### src/sv/crcgc_pkg.sv
package crcgc_pkg;

    // Widest generator supported, and widths that follow from it
    localparam int MAX_DEGREE = 32;
    localparam int DEG_W      = $clog2(MAX_DEGREE + 1);
    localparam int IDX_W      = (MAX_DEGREE > 1) ? $clog2(MAX_DEGREE) : 1;

    // Configuration port
    localparam int CFG_IDX_W  = 1;
    localparam int CFG_DATA_W = 32;
    localparam int CFG_DEG_W  = 6;
    localparam int POLY_W     = 32;

    localparam logic [CFG_IDX_W-1:0] CFG_GEN_DEGREE = 1'd0;
    localparam logic [CFG_IDX_W-1:0] CFG_GEN_POLY   = 1'd1;

    localparam logic [CFG_DEG_W-1:0] GEN_DEGREE_RST = 6'd3;
    localparam logic [POLY_W-1:0]    GEN_POLY_RST   = 32'd5;

    // Function codes
    localparam logic FUNC_GENERATE = 1'b0;
    localparam logic FUNC_CHECK    = 1'b1;

    // Job queue between front and back
    localparam int JOB_DEPTH = 2;
    localparam int JOB_PTR_W = (JOB_DEPTH > 1) ? $clog2(JOB_DEPTH) : 1;
    localparam int JOB_CNT_W = $clog2(JOB_DEPTH + 1);

    // One finished message: its mode, degree and final remainder
    typedef struct packed {
        logic                  func;
        logic [DEG_W-1:0]      deg;
        logic [MAX_DEGREE-1:0] rem;
    } t_job;

    typedef struct packed {
        logic full;
        logic empty;
    } t_queue_status;

    // Clamp the programmed degree to 1..MAX_DEGREE
    function automatic logic [DEG_W-1:0] eff_degree(input logic [CFG_DEG_W-1:0] cfg);
        logic [DEG_W-1:0] n;
        if (cfg == '0) begin
            n = DEG_W'(1);
        end else if (int'(cfg) > MAX_DEGREE) begin
            n = DEG_W'(MAX_DEGREE);
        end else begin
            n = DEG_W'(cfg);
        end
        return n;
    endfunction

    // Ones in the low n bits
    function automatic logic [MAX_DEGREE-1:0] low_mask(input logic [DEG_W-1:0] n);
        logic [MAX_DEGREE-1:0] m;
        for (int k = 0; k < MAX_DEGREE; k++) begin
            m[k] = (k < int'(n));
        end
        return m;
    endfunction

endpackage

### src/sv/crc_generate_and_check_core.sv
// Channel   Direction  Transfer when              Payload
// input     in         push & !full               i_func, i_data_bit, i_last_bit
// result    out        pop & !empty               o_crc_bit, o_error_flag, o_end_of_run
// config    in         i_cfg_valid & o_cfg_ready  i_cfg_index, i_cfg_data
//
// One input bit per cycle: the remainder update is a single shift and XOR.
// A last bit queues a job (two deep); the back part delivers n result bits in
// generate mode or one in check mode, one per cycle while pop is held.
// Input stalls only when the job queue is full; results stall on pop alone.
// Reset is synchronous, active low; configuration is taken every cycle.
module crc_generate_and_check_core (
    input  logic                              i_clk,
    input  logic                              i_rst_n,
    // input bits
    input  logic                              push,
    output logic                              full,
    input  logic                              i_func,
    input  logic                              i_data_bit,
    input  logic                              i_last_bit,
    // results
    output logic                              empty,
    input  logic                              pop,
    output logic                              o_crc_bit,
    output logic                              o_error_flag,
    output logic                              o_end_of_run,
    // configuration
    input  logic                              i_cfg_valid,
    output logic                              o_cfg_ready,
    input  logic [crcgc_pkg::CFG_IDX_W-1:0]   i_cfg_index,
    input  logic [crcgc_pkg::CFG_DATA_W-1:0]  i_cfg_data
);

    crcgc_pkg::t_job            front_job;
    crcgc_pkg::t_job            head_job;
    crcgc_pkg::t_queue_status   q_status;
    logic                       job_push;
    logic                       job_pop;
    logic                       accept;

    assign o_cfg_ready = 1'b1;
    assign full        = q_status.full;
    assign accept      = push & ~q_status.full;

    crcgc_front u_front (
        .i_clk       (i_clk),
        .i_rst_n     (i_rst_n),
        .i_cfg_valid (i_cfg_valid),
        .i_cfg_index (i_cfg_index),
        .i_cfg_data  (i_cfg_data),
        .i_accept    (accept),
        .i_func      (i_func),
        .i_data_bit  (i_data_bit),
        .i_last_bit  (i_last_bit),
        .o_job_push  (job_push),
        .o_job       (front_job)
    );

    crcgc_job_queue u_queue (
        .i_clk    (i_clk),
        .i_rst_n  (i_rst_n),
        .i_push   (job_push),
        .i_job    (front_job),
        .i_pop    (job_pop),
        .o_job    (head_job),
        .o_status (q_status)
    );

    crcgc_back u_back (
        .i_clk        (i_clk),
        .i_rst_n      (i_rst_n),
        .i_job        (head_job),
        .i_job_empty  (q_status.empty),
        .o_job_pop    (job_pop),
        .i_pop        (pop),
        .o_empty      (empty),
        .o_crc_bit    (o_crc_bit),
        .o_error_flag (o_error_flag),
        .o_end_of_run (o_end_of_run)
    );

endmodule

### src/sv/crcgc_front.sv
module crcgc_front (
    input  logic                              i_clk,
    input  logic                              i_rst_n,
    // configuration write
    input  logic                              i_cfg_valid,
    input  logic [crcgc_pkg::CFG_IDX_W-1:0]   i_cfg_index,
    input  logic [crcgc_pkg::CFG_DATA_W-1:0]  i_cfg_data,
    // accepted input bit
    input  logic                              i_accept,
    input  logic                              i_func,
    input  logic                              i_data_bit,
    input  logic                              i_last_bit,
    // finished message to the job queue
    output logic                              o_job_push,
    output crcgc_pkg::t_job                   o_job
);

    logic [crcgc_pkg::CFG_DEG_W-1:0]  r_gen_degree;
    logic [crcgc_pkg::POLY_W-1:0]     r_gen_poly;
    logic [crcgc_pkg::MAX_DEGREE-1:0] r_rem;
    logic [crcgc_pkg::MAX_DEGREE-1:0] n_rem;
    logic [crcgc_pkg::MAX_DEGREE-1:0] mask;
    logic [crcgc_pkg::MAX_DEGREE-1:0] poly;
    logic [crcgc_pkg::MAX_DEGREE-1:0] shifted;
    logic [crcgc_pkg::DEG_W-1:0]      deg;
    logic                             top;
    logic                             feedback;

    // Register writes
    always_ff @(posedge i_clk) begin
        if (!i_rst_n) begin
            r_gen_degree <= crcgc_pkg::GEN_DEGREE_RST;
            r_gen_poly   <= crcgc_pkg::GEN_POLY_RST;
        end else if (i_cfg_valid) begin
            case (i_cfg_index)
                crcgc_pkg::CFG_GEN_DEGREE:
                    r_gen_degree <= i_cfg_data[crcgc_pkg::CFG_DEG_W-1:0];
                crcgc_pkg::CFG_GEN_POLY:
                    r_gen_poly <= i_cfg_data[crcgc_pkg::POLY_W-1:0];
                default: ;
            endcase
        end
    end

    // One division step: shift, then subtract the generator on feedback
    always_comb begin
        deg  = crcgc_pkg::eff_degree(r_gen_degree);
        mask = crcgc_pkg::low_mask(deg);
        poly = crcgc_pkg::MAX_DEGREE'(r_gen_poly) & mask;
        top  = r_rem[crcgc_pkg::IDX_W'(deg - crcgc_pkg::DEG_W'(1))];
        if (i_func == crcgc_pkg::FUNC_GENERATE) begin
            shifted  = (r_rem << 1) & mask;
            feedback = top ^ i_data_bit;
        end else begin
            shifted  = ({r_rem[crcgc_pkg::MAX_DEGREE-2:0], i_data_bit}) & mask;
            feedback = top;
        end
        n_rem = feedback ? (shifted ^ poly) : shifted;
    end

    // Advance the remainder; clear it after the last bit
    always_ff @(posedge i_clk) begin
        if (!i_rst_n) begin
            r_rem <= '0;
        end else if (i_accept) begin
            r_rem <= i_last_bit ? '0 : n_rem;
        end
    end

    // Hand the finished message to the back part
    assign o_job_push = i_accept & i_last_bit;
    assign o_job.func = i_func;
    assign o_job.deg  = deg;
    assign o_job.rem  = n_rem;

endmodule

### src/sv/crcgc_job_queue.sv
module crcgc_job_queue (
    input  logic                      i_clk,
    input  logic                      i_rst_n,
    input  logic                      i_push,
    input  crcgc_pkg::t_job           i_job,
    input  logic                      i_pop,
    output crcgc_pkg::t_job           o_job,
    output crcgc_pkg::t_queue_status  o_status
);

    crcgc_pkg::t_job                      r_mem [crcgc_pkg::JOB_DEPTH];
    logic [crcgc_pkg::JOB_PTR_W-1:0]      r_wr_ptr;
    logic [crcgc_pkg::JOB_PTR_W-1:0]      r_rd_ptr;
    logic [crcgc_pkg::JOB_CNT_W-1:0]      r_count;
    logic                                 do_push;
    logic                                 do_pop;

    assign o_status.full  = (r_count == crcgc_pkg::JOB_CNT_W'(crcgc_pkg::JOB_DEPTH));
    assign o_status.empty = (r_count == '0);
    assign do_push = i_push & ~o_status.full;
    assign do_pop  = i_pop & ~o_status.empty;
    assign o_job   = r_mem[r_rd_ptr];

    // Store entries
    always_ff @(posedge i_clk) begin
        if (do_push) begin
            r_mem[r_wr_ptr] <= i_job;
        end
    end

    // Advance pointers and fill count
    always_ff @(posedge i_clk) begin
        if (!i_rst_n) begin
            r_wr_ptr <= '0;
            r_rd_ptr <= '0;
            r_count  <= '0;
        end else begin
            if (do_push) begin
                r_wr_ptr <= (int'(r_wr_ptr) == crcgc_pkg::JOB_DEPTH - 1) ?
                            '0 : r_wr_ptr + crcgc_pkg::JOB_PTR_W'(1);
            end
            if (do_pop) begin
                r_rd_ptr <= (int'(r_rd_ptr) == crcgc_pkg::JOB_DEPTH - 1) ?
                            '0 : r_rd_ptr + crcgc_pkg::JOB_PTR_W'(1);
            end
            case ({do_push, do_pop})
                2'b10:   r_count <= r_count + crcgc_pkg::JOB_CNT_W'(1);
                2'b01:   r_count <= r_count - crcgc_pkg::JOB_CNT_W'(1);
                default: ;
            endcase
        end
    end

endmodule

### src/sv/crcgc_back.sv
module crcgc_back (
    input  logic                      i_clk,
    input  logic                      i_rst_n,
    input  crcgc_pkg::t_job           i_job,
    input  logic                      i_job_empty,
    output logic                      o_job_pop,
    // result side
    input  logic                      i_pop,
    output logic                      o_empty,
    output logic                      o_crc_bit,
    output logic                      o_error_flag,
    output logic                      o_end_of_run
);

    logic                             r_busy;
    logic [crcgc_pkg::MAX_DEGREE-1:0] r_sh;
    logic [crcgc_pkg::DEG_W-1:0]      r_cnt;
    logic                             r_err;
    logic                             r_eor;
    logic                             n_busy;
    logic [crcgc_pkg::MAX_DEGREE-1:0] n_sh;
    logic [crcgc_pkg::DEG_W-1:0]      n_cnt;
    logic                             n_err;
    logic                             n_eor;
    logic                             taken;
    logic                             free;

    assign taken = i_pop & r_busy;
    assign free  = ~r_busy | (taken & r_eor);
    assign o_job_pop = free & ~i_job_empty;

    // Next result: load a new job, shift the current one, go idle, or hold
    always_comb begin
        n_busy = r_busy;
        n_sh   = r_sh;
        n_cnt  = r_cnt;
        n_err  = r_err;
        n_eor  = r_eor;
        if (o_job_pop) begin
            n_busy = 1'b1;
            if (i_job.func == crcgc_pkg::FUNC_GENERATE) begin
                // left-align the remainder so its MSB sits on top
                n_sh  = i_job.rem << (crcgc_pkg::DEG_W'(crcgc_pkg::MAX_DEGREE) - i_job.deg);
                n_cnt = i_job.deg;
                n_err = 1'b0;
                n_eor = (i_job.deg == crcgc_pkg::DEG_W'(1));
            end else begin
                n_sh  = '0;
                n_cnt = crcgc_pkg::DEG_W'(1);
                n_err = |i_job.rem;
                n_eor = 1'b1;
            end
        end else if (free) begin
            n_busy = 1'b0;
        end else if (taken) begin
            n_sh  = r_sh << 1;
            n_cnt = r_cnt - crcgc_pkg::DEG_W'(1);
            n_eor = (r_cnt == crcgc_pkg::DEG_W'(2));
        end
    end

    always_ff @(posedge i_clk) begin
        if (!i_rst_n) begin
            r_busy <= 1'b0;
        end else begin
            r_busy <= n_busy;
        end
    end

    always_ff @(posedge i_clk) begin
        r_sh  <= n_sh;
        r_cnt <= n_cnt;
        r_err <= n_err;
        r_eor <= n_eor;
    end

    assign o_empty      = ~r_busy;
    assign o_crc_bit    = r_sh[crcgc_pkg::MAX_DEGREE-1];
    assign o_error_flag = r_err;
    assign o_end_of_run = r_eor;

endmodule

### config.mk
export PLATFORM = sky130hd
export DESIGN_NAME = crc_generate_and_check_core
export DESIGN_NICKNAME = d
export VERILOG_FILES = /design/src/sv/crcgc_pkg.sv /design/src/sv/crc_generate_and_check_core.sv /design/src/sv/crcgc_front.sv /design/src/sv/crcgc_job_queue.sv /design/src/sv/crcgc_back.sv
export SDC_FILE = /design/constraint.sdc
export NUM_CORES = 1
export LEC_CHECK = 0
export ABC_AREA = 1
export ABC_CLOCK_PERIOD_IN_PS = 3900
export BUFFER_PORTS_ARGS = -buffer_cell sky130_fd_sc_hd__buf_2
export CORE_UTILIZATION = 40
export CTS_CLUSTER_SIZE = 20
export DETAILED_ROUTE_END_ITERATION = 8
export GPL_TIMING_DRIVEN = 0
export SLEW_MARGIN = 30
export SYNTH_ARGS = -nofsm -noshare
export SYNTH_HDL_FRONTEND = slang
export SYNTH_SLANG_ARGS = --single-unit
### constraint.sdc
create_clock -name i_clk -period 3.9 [get_ports i_clk]
set_clock_uncertainty 0.15 [all_clocks]
set_input_delay 0.195 -clock i_clk [delete_from_list [all_inputs] [get_ports i_clk]]
set_output_delay 0.195 -clock i_clk [all_outputs]
set_load 0.01 [all_outputs]
* Word-level counts from Yosys, hierarchy flattened
Memory sizes are Yosys's and may differ from the RTL's. A register that Yosys moved wholly into a read port is not among the register bits.
Index checks and enable logic that the tools add are counted.
** Operators by class
- Multiplexer cells :: 29
- Shift-type cells :: 1
- Add/sub/neg operators :: 7
- Reductions and logical operators :: 9
- Bitwise logic cells :: 17
- $lt $le $gt $ge :: 34
- Equal/unequal tests :: 6
** Operator list (count)
- $mux 32 :: 7
- $and 32x32->32 :: 3
- $lt 5x6->1 const A :: 16
- $lt 4x6->1 const A :: 8
- $mux 6 :: 6
- $reduce_or 32->1 :: 1
- $shl 32x6->32 :: 1
- $xor 32x32->32 :: 1
- $lt 3x6->1 const A :: 4
- $mux 1 :: 14
- $lt 1x6->1 const A :: 2
- $lt 2x6->1 const A :: 2
- $and 1x1->1 :: 7
- $eq 6x1->1 const B :: 1
- $eq 6x2->1 const B :: 1
- $gt 6x6->1 const B :: 1
- $logic_not 6->1 :: 1
- $lt 5x6->1 const B :: 1
- $reduce_and 2->1 :: 3
- $reduce_bool 2->1 :: 3
- $sub 6x1->6 const B :: 1
- $sub 6x6->6 const A :: 1
- $bmux 1 s5 :: 1
- $sub 5x1->5 const B :: 1
- other kinds (11) :: 16
** Word-level totals
- Memories :: 1
- Input bits :: 41
- Register bits :: 115
- Word-level logic and storage cells :: 115
- RAM bits :: 78
- Output and inout bits :: 6
** Memories
- u_queue.r_mem :: depth 2, width 39, read ports 1, clocked after memory_dff 1, write ports 1, line crcgc_job_queue.sv:11 : crcgc_pkg::t_job r_mem [crcgc_pkg::JOB_DEPTH];

* Logic depth before layout (Yosys ltp)
- Depth after elaboration :: 10
- Mapped depth :: 19
- Gate-level depth less buffers :: 17

* Cells and area by module
Synthesis repeated with hierarchy kept, for this count alone.
** Unflattened totals
- Cell total of the unflattened synthesis :: 1359
- Area, all modules :: 11053.1 um^2
** By module, submodules not included
- crcgc_front :: times used 1, cells an instance 684, seq. area each 1401.3 um^2, area each 4361.7 um^2
- crcgc_back :: times used 1, cells an instance 510, seq. area each 1221.2 um^2, area each 3563.4 um^2
- crcgc_job_queue :: times used 1, cells an instance 161, seq. area each 2442.3 um^2, area each 3106.7 um^2
- crc_generate_and_check_core :: times used 1, cells an instance 4, seq. area each 0.0 um^2, area each 21.3 um^2

* Least setup slack after synthesis
OpenSTA, ideal clock, no wires.
- Path kind :: flip-flop to flip-flop
- Start :: register u_back.r_eor (netlist: u_back.o_end_of_run)
- End :: register u_back.r_eor (netlist: u_back.o_end_of_run), enable pin
- Required time :: 3.314 ns
- Period minus slack after synthesis :: 3.189 ns
- Cell stages (with the launch flop) :: 6
- Buffers on the path :: 0
- Setup slack :: 0.711 ns
- Setup time :: 0.436 ns
- Data arrival time :: 2.603 ns
- Cell sequence :: edfxtp_1 a21oi_1 a21oi_2 or2_2 inv_1 nor2_1
** Between the ends
- Word-level cells in the longest chain between the ends :: 5
- Elaborated cells on any way between the ends :: 6
- Classes of those cells :: eq/ne: 1; bitwise: 3; reduce/logical: 2
** Ends and longest elaborated chain
- start, declared :: line crcgc_back.sv:19 : logic r_eor;
- start signal, assigned :: line crcgc_back.sv:74 : r_eor <= n_eor;
- $and 1x1->1 (*) :: line crcgc_back.sv:29 : assign free = ~r_busy | (taken & r_eor);
- $or 1x1->1 (*) :: line crcgc_back.sv:29
- $and 1x1->1 (*) :: line crcgc_back.sv:30 : assign o_job_pop = free & ~i_job_empty;
- via job_pop :: line crc_generate_and_check_core.sv:37 : logic job_pop;
- $ne 2x2->1 (no line) / $reduce_bool 2->1 (equally long branches)
- $reduce_and 2->1 (no line) (*)
The timed path passes the listed nets; every way through them passes the cells marked *.
A chain may end at the register's enable or synchronous reset.

==> run metrics <==
outcome finished with violations; failing checks design-rule violations; period utilization a little over nine tenths; Final Max Tran Viols 0; Critical R2R Launch u_front.r_gen_degree[5]; endpoint class of the critical path register; Die Span Y between 150 and 200 µm; Initial Util 41.1%; die area 0.0276 mm²; register area 0.00507 mm²; Iteration-0 DRC Markers 823; Synth Area in Simple Gates 27.6%; syn_nets 1402; RSZ-0062 raised after global routing false; Hold EP u_front.r_rem[1]; cell leakage power 0.00501 µW; Avg Cell Area, Syn slightly below 8 µm²; setup ws final 0.207 ns; Fmax approximately 270 MHz; DIE WIDTH 166 µm; first-pass GRT wire length 47.1 mm; Cell Chain, Critical Path buf_6 > inv_2 > nand2_2 > nand2_1 > buf_4 > inv_1 > ha_1 > xor2_2 > inv_1 > nand3_1 > nand3_1 > nand3_2 > nand3_2 > nand2_2 > buf_2 > nand2_1 > and2_1; CTS sink count 194; Critical Path AT between 3 and 4 ns; First-pass DRT Iterations 7; largest family of logic cells by synthesized area simple AND/OR/NAND/NOR gates; fin nets 1506; H-tree Lvls 4; R2R setup slack 0.21 ns; WHS 0.0180 ns; largest net degree at the start of global routing 23; detailed placement HPWL between 20 and 25 mm; crit-path leading delay family simple AND/OR/NAND/NOR gates; gpl congestion 0.979; num rows 59; sequential area share after synthesis 47.1%; TritonCTS clock tree built; Max-cap violations 0; Layout fillers 2525; critical path class register to register; CP Launch Type register; Synth Instances 1354; clock latency at the later pin of the worst-skew pair 0.46 ns; DRC 1; multi-input logic area 0.00508 mm²; Req. time, crit path roughly 4 ns; Max FO, Critical Path 12; Seq cells post-synth 194; Synth Warn # 0; CP max-delay cell dfxtp_1; minimum clock period 3.69 ns; Layout area overhead 16.6%; DR vias 9332; Placement Setup Slack -0.186 ns; Total GRT Usage 21.7%; hold depth 4; prevailing post-synth register cell edfxtp_1; most frequent cells in the layout nand2_1 (365), nand3_1 (141), o21ai_0 (125); CTS clock-pin slew for the worst setup and hold paths around 0.090 ns; CTS Buf Count 17; Critical Path Stages 17; layout cells sized above 1 11.5%; vias in the first global route 9025; Ports 47; Mapped Area 0.0108 mm²; HP Class input pin to register; most common cell after layout, fill and taps aside nand2_1; pwr/cell area approximately 700 mW/mm²; routed length per placed instance 16.0 µm; remaining global-route overflow 0; Final setup viols 0; IR drop worst, VDD 0.000384 V; mux share of post-synthesis cell area roughly 1.7%; initial antenna violation count 0; n_diodes 0; Post-synth EDFFs 118; Finished Core Util 47.9%; Post-Synth Adder-Cell Area less than 1%; CP bufs+invs 6; clock root cell clkbuf_16; reg2reg end u_queue.r_mem[1][17]; hold_sp i_last_bit; Hold Vio Cnt, Final 0; worst slew pin tran just over 0.8 ns; Synth Area in Compound Gates a little over an eighth; unique cell type count in the Yosys netlist 50; Post-Synth XOR/XNOR Area between 3 and 4%; core area between 0.02 and 0.03 mm²; routed wire length ~29 mm; via/cell ratio ~5.2; Port Buffers 45; Final ANT Viol Nets 0; Longest Clk Path Bufs 2; Worst path max stage delay 0.31 ns; max_slew headroom 45.0%; R2R cell count 17; async set-or-reset flop fraction in the synthesized netlist 0%
cell families after synthesis:
family	Yosys count
adder cells (fa/ha/maj)	7
XOR/XNOR	39
AND/OR/NAND/NOR	682
AO/OA/AOI/OAI	256
buffers and inverters	157
other	1
multiplexers	18
flip-flops	194
metrics by stage:
stage                     setup TNS, ns  instances  area, µm²  total power (µW)
after floorplan                       0       1354      10800              5700
after detailed placement         -0.357       1739      11500              6830
after global placement           -20.27       1734      11400              6710
after global routing                  0       1806      12600              9350
final                                 0       1806      12600              8730
after CTS                             0       1807      12500              8730
where the power goes:
part           switching (µW)  internal, µW  total (µW)
logic                    2620          1240        3860
clock network             929           939        1870
registers                 166          2830        3000
total                    3710          5010        8730
synth_stat cells (3+ instances only):
cell	instances	area, µm²
clkbuf_1	37	139
a31oi_1	8	50.1
ha_1	7	87.6
a21oi_1	60	300
dfxtp_1	76	1520
nand2_1	365	1370
nand3_1	141	706
xor2_1	21	184
nand4_1	3	18.8
or2_1	6	37.5
o21ai_0	125	626
buf_2	27	135
xnor2_1	17	149
inv_2	6	22.5
o22ai_1	3	18.8
o211ai_1	10	75.1
mux2i_1	18	180
buf_4	3	22.5
nand2_2	5	31.3
o211ai_2	10	125
inv_1	78	293
o21ai_1	29	145
or2_2	11	68.8
buf_6	3	33.8
edfxtp_1	118	3540
nor2_1	106	398
and2_1	30	188
flip-flops by register name, summed over array words and instances, names as in the netlist, named ones only:
register and cells:
u_queue.r_wr_ptr 1, u_back.r_busy 1, u_back.r_sh 32, u_front.r_rem 32, u_queue.r_count 2, u_queue.r_rd_ptr 1, u_back.r_cnt 6, u_queue.r_mem 78
u_front.r_gen_poly 32, u_back.o_error_flag 1, u_front.r_gen_degree 6, u_back.o_end_of_run 1
routing by layer:
| layer | global-route usage [%] | vias up | share of wire [%] |
|---|---|---|---|
| met3 | 2.62 | 55 | 3.1 |
| li1 | - | 4763 | - |
| met5 | 0 | - | 0 |
| met4 | 9.02 | 0 | 3.2 |
| met2 | 37.6 | 226 | 48 |
| met1 | 27.3 | 4288 | 45 |
area by class of cell:
type,count,share of cell area [%]
buffer,71,2.72
inverter,85,2.54
clock buffer,17,3.39
timing repair buffer,86,5.56
multi-input combinational,1003,40.5
sequential,194,40.4
tap,335,3.34
clock inverter,15,1.62
worst min-delay path: stages:
cell	delay (ns)
buf_2	0.09
nor2_1	0.11
nand3_1	0.11
a21oi_1	0.06
how the worst max path moves through the flow:
stage	startpoint	to	slack, ns
finish	u_front.r_gen_degree[5]	u_queue.r_mem[1][17]	0.21
detailed placement	register	u_back.r_sh[12]	-0.19
global route	register	u_back.r_sh[24]	0.03
floorplan	u_back.o_end_of_run	u_back.o_end_of_run	0.71
CTS	register	u_back.r_sh[12]	0.04
global placement	u_back.o_end_of_run	u_back.r_sh[28]	-0.21
what timing repair did:
item / in CTS / in global routing
buffers inserted: 0 / 0
pin swaps: 0 / 0
hold buffers: 36 / 0
resized for setup: 2 / 7
setup endpoints to repair: 3 / 102
endpoints found under the hold margin: 41 / 0
Note: power is estimated with default switching activity, not from simulation.
